==> src/hdl/move_to_front_queue_macros.svh <==
// Assertion macros for the move-to-front queue RTL.
// Included by modules that carry concurrent checks; expects clk_i and rst_ni in scope.
`ifndef MOVE_TO_FRONT_QUEUE_MACROS_SVH
`define MOVE_TO_FRONT_QUEUE_MACROS_SVH

// same-cycle implication
`define MTFQ_AST_IMPL(lbl, pre, post) \
  lbl: assert property (@(posedge clk_i) disable iff (!rst_ni) (pre) |-> (post)) \
    else $error("mtfq check failed");

// next-cycle implication
`define MTFQ_AST_NEXT(lbl, pre, post) \
  lbl: assert property (@(posedge clk_i) disable iff (!rst_ni) (pre) |=> (post)) \
    else $error("mtfq check failed");

`endif

==> src/hdl/mtfq_pkg.sv <==
// Package for the move-to-front queue: sizes, codes, control structs, address helper.
// No dependencies.
package mtfq_pkg;

  localparam int CAPACITY    = 16;
  localparam int VALUE_WIDTH = 32;
  localparam int PORT_VAL_W  = 32;
  localparam int PORT_CNT_W  = 5;
  localparam int IDX_W       = $clog2(CAPACITY);
  localparam int CNT_W       = $clog2(CAPACITY + 1);
  localparam int SUM_W       = CNT_W + 1;

  typedef logic [IDX_W-1:0]       idx_t;
  typedef logic [CNT_W-1:0]       cnt_t;
  typedef logic [SUM_W-1:0]       sum_t;
  typedef logic [VALUE_WIDTH-1:0] val_t;

  typedef enum logic [1:0] {
    ACT_ENQUEUE = 2'd0,
    ACT_DEQUEUE = 2'd1,
    ACT_MOVE    = 2'd2,
    ACT_PEEK    = 2'd3
  } action_e;

  typedef enum logic [1:0] {
    STS_OK        = 2'd0,
    STS_EMPTY     = 2'd1,
    STS_FULL      = 2'd2,
    STS_NOT_FOUND = 2'd3
  } status_e;

  typedef enum logic [3:0] {
    ST_IDLE,
    ST_SRCH_RD,
    ST_SRCH_CMP,
    ST_SHIFT_RD,
    ST_SHIFT_WR,
    ST_PUT_KEY,
    ST_FRONT_RD,
    ST_REPORT
  } state_e;

  // logical offset fed to the shared address adder
  typedef enum logic [1:0] {
    OFF_ZERO,
    OFF_COUNT,
    OFF_IDX,
    OFF_IDX_M1
  } off_sel_e;

  typedef enum logic [1:0] {
    WD_INPUT,
    WD_RDATA,
    WD_KEY
  } wd_sel_e;

  typedef struct packed {
    logic     latch;
    off_sel_e off_sel;
    wd_sel_e  wd_sel;
    logic     mem_we;
    logic     mem_re;
    logic     cnt_inc;
    logic     cnt_dec;
    logic     head_inc;
    logic     idx_clr;
    logic     idx_inc;
    logic     idx_dec;
    logic     st_load;
    status_e  st_val;
    logic     res_load;
  } ctl_t;

  typedef struct packed {
    logic empty;
    logic full;
    logic hit;
    logic idx_zero;
    logic idx_one;
    logic idx_last;
  } flg_t;

  // physical slot of logical position off, ring starting at base
  function automatic idx_t wrap_add(idx_t base, cnt_t off);
    sum_t s;
    s = sum_t'(base) + sum_t'(off);
    if (s >= sum_t'(CAPACITY)) s = s - sum_t'(CAPACITY);
    return idx_t'(s);
  endfunction

endpackage

==> src/hdl/mtfq_ram.sv <==
// Generic single-port RAM with registered read.
// No dependencies.
module mtfq_ram #(
  parameter int WIDTH = 32,
  parameter int DEPTH = 16,
  localparam int AW = (DEPTH > 1) ? $clog2(DEPTH) : 1
) (
  input  logic             clk_i,
  input  logic             we_i,
  input  logic             re_i,
  input  logic [AW-1:0]    addr_i,
  input  logic [WIDTH-1:0] wdata_i,
  output logic [WIDTH-1:0] rdata_o
);

  logic [WIDTH-1:0] mem [DEPTH];
  logic [WIDTH-1:0] rdata_q;

  always_ff @(posedge clk_i) begin
    if (we_i) mem[addr_i] <= wdata_i;
    if (re_i) rdata_q <= mem[addr_i];
  end

  assign rdata_o = rdata_q;

endmodule

==> src/hdl/mtfq_seq.sv <==
// Sequencer of the move-to-front queue: state machine issuing datapath commands.
// Depends on mtfq_pkg.
module mtfq_seq
  import mtfq_pkg::*;
(
  input  logic       clk_i,
  input  logic       rst_ni,
  input  logic       start_i,
  input  logic [1:0] action_i,
  input  flg_t       flg_i,
  output ctl_t       ctl_o,
  output logic       busy_o
);

  state_e  state_q, state_d;
  action_e act;

  assign act    = action_e'(action_i);
  assign busy_o = (state_q != ST_IDLE);

  always_ff @(posedge clk_i or negedge rst_ni) begin
    if (!rst_ni) begin
      state_q <= ST_IDLE;
    end else begin
      state_q <= state_d;
    end
  end

  // next state
  always_comb begin
    state_d = state_q;
    unique case (state_q)
      ST_IDLE: begin
        if (start_i) begin
          if (act == ACT_MOVE && !flg_i.empty) state_d = ST_SRCH_RD;
          else state_d = ST_FRONT_RD;
        end
      end
      ST_SRCH_RD: state_d = ST_SRCH_CMP;
      ST_SRCH_CMP: begin
        if (flg_i.hit) state_d = flg_i.idx_zero ? ST_FRONT_RD : ST_SHIFT_RD;
        else if (flg_i.idx_last) state_d = ST_FRONT_RD;
        else state_d = ST_SRCH_RD;
      end
      ST_SHIFT_RD: state_d = ST_SHIFT_WR;
      ST_SHIFT_WR: state_d = flg_i.idx_one ? ST_PUT_KEY : ST_SHIFT_RD;
      ST_PUT_KEY:  state_d = ST_FRONT_RD;
      ST_FRONT_RD: state_d = ST_REPORT;
      ST_REPORT:   state_d = ST_IDLE;
      default:     state_d = ST_IDLE;
    endcase
  end

  // command outputs
  always_comb begin
    ctl_o         = '0;
    ctl_o.off_sel = OFF_ZERO;
    ctl_o.wd_sel  = WD_INPUT;
    ctl_o.st_val  = STS_OK;
    unique case (state_q)
      ST_IDLE: begin
        if (start_i) begin
          ctl_o.latch   = 1'b1;
          ctl_o.st_load = 1'b1;
          unique case (act)
            ACT_ENQUEUE: begin
              if (flg_i.full) begin
                ctl_o.st_val = STS_FULL;
              end else begin
                ctl_o.mem_we  = 1'b1;
                ctl_o.off_sel = OFF_COUNT;
                ctl_o.wd_sel  = WD_INPUT;
                ctl_o.cnt_inc = 1'b1;
              end
            end
            ACT_DEQUEUE: begin
              if (flg_i.empty) begin
                ctl_o.st_val = STS_EMPTY;
              end else begin
                ctl_o.head_inc = 1'b1;
                ctl_o.cnt_dec  = 1'b1;
              end
            end
            ACT_MOVE: begin
              ctl_o.st_val  = flg_i.empty ? STS_EMPTY : STS_OK;
              ctl_o.idx_clr = 1'b1;
            end
            ACT_PEEK: ctl_o.st_val = flg_i.empty ? STS_EMPTY : STS_OK;
            default:  ctl_o.st_val = STS_OK;
          endcase
        end
      end
      ST_SRCH_RD: begin
        ctl_o.mem_re  = 1'b1;
        ctl_o.off_sel = OFF_IDX;
      end
      ST_SRCH_CMP: begin
        if (!flg_i.hit) begin
          if (flg_i.idx_last) begin
            ctl_o.st_load = 1'b1;
            ctl_o.st_val  = STS_NOT_FOUND;
          end else begin
            ctl_o.idx_inc = 1'b1;
          end
        end
      end
      ST_SHIFT_RD: begin
        ctl_o.mem_re  = 1'b1;
        ctl_o.off_sel = OFF_IDX_M1;
      end
      ST_SHIFT_WR: begin
        ctl_o.mem_we  = 1'b1;
        ctl_o.off_sel = OFF_IDX;
        ctl_o.wd_sel  = WD_RDATA;
        ctl_o.idx_dec = 1'b1;
      end
      ST_PUT_KEY: begin
        ctl_o.mem_we  = 1'b1;
        ctl_o.off_sel = OFF_ZERO;
        ctl_o.wd_sel  = WD_KEY;
      end
      ST_FRONT_RD: begin
        ctl_o.mem_re  = 1'b1;
        ctl_o.off_sel = OFF_ZERO;
      end
      ST_REPORT: ctl_o.res_load = 1'b1;
      default:   ctl_o.res_load = 1'b0;
    endcase
  end

endmodule

==> src/hdl/mtfq_dp.sv <==
// Datapath of the move-to-front queue: ring pointers, shared address adder,
// key compare and the entry RAM. Depends on mtfq_pkg and mtfq_ram.
module mtfq_dp
  import mtfq_pkg::*;
(
  input  logic    clk_i,
  input  logic    rst_ni,
  input  ctl_t    ctl_i,
  input  val_t    value_i,
  output flg_t    flg_o,
  output val_t    front_o,
  output cnt_t    count_o,
  output status_e status_o
);

  idx_t    head_q, head_d;
  cnt_t    count_q, count_d;
  idx_t    idx_q, idx_d;
  val_t    key_q, key_d;
  status_e status_q, status_d;
  cnt_t    off;
  idx_t    addr;
  val_t    wdata;
  val_t    rdata;

  always_ff @(posedge clk_i or negedge rst_ni) begin
    if (!rst_ni) begin
      head_q   <= '0;
      count_q  <= '0;
      idx_q    <= '0;
      status_q <= STS_OK;
    end else begin
      head_q   <= head_d;
      count_q  <= count_d;
      idx_q    <= idx_d;
      status_q <= status_d;
    end
  end

  always_ff @(posedge clk_i) begin
    key_q <= key_d;
  end

  always_comb begin
    head_d   = ctl_i.head_inc ? wrap_add(head_q, cnt_t'(1)) : head_q;
    count_d  = count_q;
    if (ctl_i.cnt_inc) count_d = count_q + cnt_t'(1);
    else if (ctl_i.cnt_dec) count_d = count_q - cnt_t'(1);
    idx_d    = idx_q;
    if (ctl_i.idx_clr) idx_d = '0;
    else if (ctl_i.idx_inc) idx_d = idx_q + idx_t'(1);
    else if (ctl_i.idx_dec) idx_d = idx_q - idx_t'(1);
    key_d    = ctl_i.latch ? value_i : key_q;
    status_d = ctl_i.st_load ? ctl_i.st_val : status_q;
  end

  // shared address unit: logical offset to ring slot
  always_comb begin
    unique case (ctl_i.off_sel)
      OFF_ZERO:   off = '0;
      OFF_COUNT:  off = count_q;
      OFF_IDX:    off = cnt_t'(idx_q);
      OFF_IDX_M1: off = cnt_t'(idx_q - idx_t'(1));
      default:    off = '0;
    endcase
  end

  assign addr = wrap_add(head_q, off);

  always_comb begin
    unique case (ctl_i.wd_sel)
      WD_INPUT: wdata = value_i;
      WD_RDATA: wdata = rdata;
      WD_KEY:   wdata = key_q;
      default:  wdata = value_i;
    endcase
  end

  mtfq_ram #(
    .WIDTH (VALUE_WIDTH),
    .DEPTH (CAPACITY)
  ) u_ram (
    .clk_i   (clk_i),
    .we_i    (ctl_i.mem_we),
    .re_i    (ctl_i.mem_re),
    .addr_i  (addr),
    .wdata_i (wdata),
    .rdata_o (rdata)
  );

  assign flg_o.empty    = (count_q == '0);
  assign flg_o.full     = (count_q == cnt_t'(CAPACITY));
  assign flg_o.hit      = (rdata == key_q);
  assign flg_o.idx_zero = (idx_q == '0);
  assign flg_o.idx_one  = (idx_q == idx_t'(1));
  assign flg_o.idx_last = ((cnt_t'(idx_q) + cnt_t'(1)) == count_q);

  assign front_o  = (count_q == '0) ? '0 : rdata;
  assign count_o  = count_q;
  assign status_o = status_q;

endmodule

==> src/hdl/move_to_front_queue.sv <==
// Move-to-front queue top level. Enqueue, dequeue, peek and a move on an empty queue
// read the front and report; a move searches from the front for the key and, on a hit
// behind the front, shifts the entries ahead of it back by one slot and writes the key at
// the front. busy is high until the done_o strobe, so a new item is taken only after the
// last is reported; the single-port entry RAM and the shared address adder serialize the steps.
// rst_ni clears the queue to empty; the receiver cannot stall a result.
`include "move_to_front_queue_macros.svh"

module move_to_front_queue
  import mtfq_pkg::*;
(
  input  logic        clk_i,
  input  logic        rst_ni,
  input  logic        start,
  output logic        busy,
  input  logic [1:0]  action_i,
  input  logic [31:0] item_value_i,
  output logic        done_o,
  output logic [31:0] front_value_o,
  output logic [4:0]  entry_count_o,
  output logic [1:0]  status_o
);

  ctl_t    ctl;
  flg_t    flg;
  val_t    front;
  cnt_t    count;
  status_e status;

  // result register: one-cycle strobe, payload held until next report
  logic                  done_q;
  logic [PORT_VAL_W-1:0] front_q;
  logic [PORT_CNT_W-1:0] count_q;
  status_e               status_q;

  // sequencer walks search, shift-down and key write one RAM access at a time
  mtfq_seq u_seq (
    .clk_i    (clk_i),
    .rst_ni   (rst_ni),
    .start_i  (start),
    .action_i (action_i),
    .flg_i    (flg),
    .ctl_o    (ctl),
    .busy_o   (busy)
  );

  // entries live in a ring; dequeue advances the head and lowers the count, moving no data
  mtfq_dp u_dp (
    .clk_i    (clk_i),
    .rst_ni   (rst_ni),
    .ctl_i    (ctl),
    .value_i  (val_t'(item_value_i)),
    .flg_o    (flg),
    .front_o  (front),
    .count_o  (count),
    .status_o (status)
  );

  always_ff @(posedge clk_i or negedge rst_ni) begin
    if (!rst_ni) begin
      done_q <= 1'b0;
    end else begin
      done_q <= ctl.res_load;
    end
  end

  always_ff @(posedge clk_i) begin
    if (ctl.res_load) begin
      front_q  <= PORT_VAL_W'(front);
      count_q  <= PORT_CNT_W'(count);
      status_q <= status;
    end
  end

  assign done_o        = done_q;
  assign front_value_o = front_q;
  assign entry_count_o = count_q;
  assign status_o      = status_q;

  // an accepted item makes the block busy on the next clock
  `MTFQ_AST_NEXT(a_accept_busy, start && !busy, busy)
  // the strobe comes exactly when the sequencer drops busy
  `MTFQ_AST_IMPL(a_done_on_fall, done_o, !busy && $past(busy))
  // a dropped enqueue reports a full store
  `MTFQ_AST_IMPL(a_full_count, done_o && status_o == STS_FULL,
                 entry_count_o == PORT_CNT_W'(CAPACITY))
  // an empty store reports zero at the front
  `MTFQ_AST_IMPL(a_empty_front, done_o && entry_count_o == '0, front_value_o == '0)
  // empty status only with nothing held
  `MTFQ_AST_IMPL(a_empty_count, done_o && status_o == STS_EMPTY, entry_count_o == '0)

endmodule
==> config.mk <==
export PLATFORM = sky130hd
export DESIGN_NAME = move_to_front_queue
export DESIGN_NICKNAME = d
export VERILOG_FILES = /design/src/hdl/mtfq_pkg.sv /design/src/hdl/mtfq_ram.sv /design/src/hdl/mtfq_seq.sv /design/src/hdl/mtfq_dp.sv /design/src/hdl/move_to_front_queue.sv
export VERILOG_INCLUDE_DIRS = /design/src /design/src/hdl
export SDC_FILE = /design/constraint.sdc
export NUM_CORES = 1
export LEC_CHECK = 0
export BUFFER_PORTS_ARGS = -buffer_cell sky130_fd_sc_hd__buf_2
export CAP_MARGIN = 30
export CORE_UTILIZATION = 55
export DETAILED_ROUTE_END_ITERATION = 6
export PLACE_DENSITY = 0.73
export RECOVER_POWER = 100
export SLEW_MARGIN = 10
export SYNTH_ARGS = -nofsm -noshare
export SYNTH_HDL_FRONTEND = slang
export SYNTH_SLANG_ARGS = --single-unit
==> constraint.sdc <==
create_clock -name clk_i -period 5.2 [get_ports clk_i]
set_input_delay 0.52 -clock clk_i [delete_from_list [all_inputs] [get_ports clk_i]]
set_output_delay 0.52 -clock clk_i [all_outputs]
set_load 0.05 [all_outputs]
==> metrics.md <==
| Metric | Value |
|---|---|
| Status | `finished, violations left` |
| Failing checks | `capacitance limit, slew limit` |
| Synth warnings | `0` |
| H-tree Lvls | `2` |
| Vias | `13600` |
| Xor-xnor portion of the synthesized cell area | `1.80%` |
| Worst Skew | `0.0173 ns` |
| Post-route DRC | `0` |
| Wirelength per Cell | `27.6 µm` |
| Chip height | `216 µm` |
| CTS buffer count | `60` |
| Post-CTS setup buffers | `0` |
| Worst Path Max Fanout | `62` |
| Root buffer cell | `clkbuf_16` |
| RSZ-0062 raised after global routing | `false` |
| WHS Endpoint | `u_dp.key_q[0]$_DFFE_PP_` |
| CTS tree | `done` |
| Max Freq | `0.207 GHz` |
| Register bit total from synthesis | `634` |
| EDFF count, synth | `615` |
| Multiplexer share of the synthesized area | `11.6%` |
| Vias in the first global route | `13800` |
| Reg-to-Reg Start | `u_seq.state_q[0]$_DFFE_PN0P_` |
| Setup slack, reg-to-reg | `0.37 ns` |
| WL final | `59000 µm` |
| Fin. max-slew vios | `140` |
| Syn Nets | `1406` |
| Worst skew pair latency | `0.63 ns` |
| Sink Count | `634` |
| CP Cell Sequence | `or4b_1, nor3_4, a21boi_2, inv_1, a21oi_1, a21oi_1, a21oi_1, o32ai_1, ha_1, a21o_1, a21oi_1, xnor2_1, buf_4, xor2_4, clkbuf_4, nand3_1, nand4_1` |
| HP Start | `item_value_i[0]` |
| CP dominant cell by count | `a21oi_1` |
| Hold_ws | `0.0907 ns` |
| Layout Nets | `1544` |
| I/O pin count | `78` |
| Yosys cell types | `54` |
| Crit. End Element | `flip-flop` |
| Die X | `216 µm` |
| Mapped cell area | `0.0253 mm²` |
| Slowest-stage cell, CP | `clkbuf_4` |
| Synth Area in Compound Gates | `2.78%` |
| Core area | `0.0454 mm²` |
| Overall Global Routing Usage | `25.8%` |
| Cells after Synth | `1353` |
| Max-cap violation count | `5` |
| Sequential fraction of the synthesis area | `74.9%` |
| First-pass GRT wire length | `88100 µm` |
| Syn Area/Cell | `18.7 µm²` |
| Post-Synth Adder-Cell Area | `0.851%` |
| Largest net degree at the start of global routing | `65` |
| Cells on worst reg2reg path | `17` |
| Count leader, synth | `edfxtp_1` |
| Asr flop ratio synth | `3.00%` |
| Worst EP arrival | `5.30 ns` |
| Gr ovfl total | `0` |
| Post-synthesis simple-gate area fraction | `6.56%` |
| Top cells by area, synth | `edfxtp_1 (73%), mux4_2 (11%), nand3_1 (2.7%)` |
| Gpl congestion | `0.845` |
| Row cnt | `78` |
| Worst endpoint required time | `5.67 ns` |
| Tmin final | `4.83 ns` |
| Largest family of logic cells by synthesized area | `multiplexers` |
| Clk slew on worst S/H paths | `0.06 ns` |
| Max Root-Sink Buffers | `3` |
| Post-synth top area cell | `edfxtp_1` |
| Initial antenna violation count | `1` |
| Area Overhead vs Synth | `13.4%` |
| Hold Crit Depth | `1` |
| Worst min path class | `in2reg` |
| Final-layout fill cell count | `3142` |
| Ant diodes | `0` |
| Initial core utilization | `55.8%` |
| Port Buf Inserts | `77` |
| Final worst path period share | `92.9%` |
| Capturing point of the worst reg2reg path | `u_dp.u_ram.rdata_o[22]$_DFFE_PP_` |
| Synth top cells by count | `edfxtp_1 (615), nand3_1 (134), mux4_2 (128)` |
| Slew HR | `-82.5%` |
| Prevailing post-synth register cell | `edfxtp_1` |
| Max incr delay on CP | `0.79 ns` |
| Final setup vio count | `0` |
| Synth top area share | `73.0%` |
| Layout cell share with drive strength beyond 1 | `18.8%` |
| Pre-Repair DR Iteration Count | `6` |
| CP Launch Type | `flip-flop` |
| Die footprint | `0.0469 mm²` |
| Vias per cell | `6.37` |
| Crit path kind | `reg2reg` |
| Drt initial violations | `1642` |
| Final hold vios | `0` |
| Worst Tran Pin Value | `2.74 ns` |
| Detail Placement HPWL | `33800 µm` |
| Antenna Nets Post-Route | `0` |
repair_timing:
item | in CTS | in global routing
resized for setup | 0 | 0
endpoints found under the hold margin | 19 | 0
hold buffers | 1 | 0
routing by layer:
layer / vias to the layer above / global-route usage [%] / part of all wire [%]
met5: - / 0 / 0
met4: 0 / 9.04 / 2.9
met3: 103 / 4.27 / 8.1
met2: 709 / 42.1 / 49
met1: 7059 / 35.8 / 40
li1: 5761 / - / -
critical path: cells and delay by family (launching register included):
kind	cells	cell delay, ns
fa+ha+maj	1	0.31
xor+xnor	2	0.34
flops	1	0.38
compound gates	7	1.11
buf+inv	3	1.15
simple gates	4	1.36
registers in the layout, summed over array words and instances (netlist names):
register            cells
u_dp.status_o           2
entry_count_o           5
u_dp.key_q             32
u_dp.u_ram.rdata_o     32
status_o                2
u_dp.count_o            5
u_dp.idx_q              4
u_seq.state_q           3
done_o                  1
u_dp.head_q             4
u_dp.u_ram.mem        512
front_value_o          32
cell families (layout without fill, tap and decap cells):
| logic type | after synthesis | count (layout) |
|---|---|---|
| flops | 634 | 634 |
| simple gates | 318 | 318 |
| mux | 132 | 132 |
| compound gates | 109 | 109 |
| buf+inv | 93 | 280 |
| xor+xnor | 51 | 51 |
| fa+ha+maj | 16 | 16 |
worst max path at each step:
stage                                  from                               end  slack [ns]
2_1_floorplan  u_seq.state_q[1]$_DFFE_PN0P_    u_dp.u_ram.mem[7][0]$_DFFE_PP_       -0.21
3_3_place_gp                          start   u_dp.u_ram.rdata_o[4]$_DFFE_PP_        0.41
3_5_place_dp                          start   u_dp.u_ram.rdata_o[4]$_DFFE_PP_        0.39
4_1_cts        u_seq.state_q[0]$_DFFE_PN0P_  u_dp.u_ram.rdata_o[22]$_DFFE_PP_        0.51
5_1_grt        u_seq.state_q[0]$_DFFE_PN0P_   u_dp.u_ram.mem[6][12]$_DFFE_PP_        0.13
6_report       u_seq.state_q[0]$_DFFE_PN0P_  u_dp.u_ram.rdata_o[22]$_DFFE_PP_        0.37
metrics by stage:
step | instance area (µm²) | TNS [ns] | setup WS, ns | utilization (%) | cells
after floorplan | 25300 | -53.32 | -0.209 | - | 1353
after global placement | 26900 | 0 | 0.408 | 59.2 | 1998
after detailed placement | 26900 | 0 | 0.385 | 59.3 | 2004
after CTS | 28900 | 0 | 0.511 | 63.6 | 2116
after global routing | 28700 | 0 | 0.130 | 63.2 | 2140
final | 28700 | 0 | 0.371 | 63.2 | 2140
final cells by class:
cell class | instances | area, µm² | area share, %
well taps | 600 | 751 | 2.62
flip-flops and latches | 634 | 18900 | 66.0
clock buffers | 68 | 1530 | 5.34
inverters | 9 | 33.8 | 0.118
repair buffers | 160 | 902 | 3.15
multi-input cells | 626 | 6090 | 21.2
clock inverters | 43 | 429 | 1.50
placed cells by master, fill, tap and decap left out, types with 9 or more instances in the layout:
master / instances
clkinv_1: 15
ha_1: 11
buf_2: 9
a22oi_1: 33
clkinv_2: 14
edfxtp_1: 615
a21oi_1: 45
nand3_1: 134
dfrtp_1: 19
clkbuf_16: 60
nand4_1: 42
clkbuf_1: 115
nor2b_1: 36
buf_12: 11
nor2_1: 48
xnor2_1: 43
clkbuf_2: 14
mux4_2: 128
nand2_1: 23
buf_4: 14
Power is left out: the tool's default activity adds up to more than one toggle a clock period on the data nets, which glitch-free logic cannot reach.
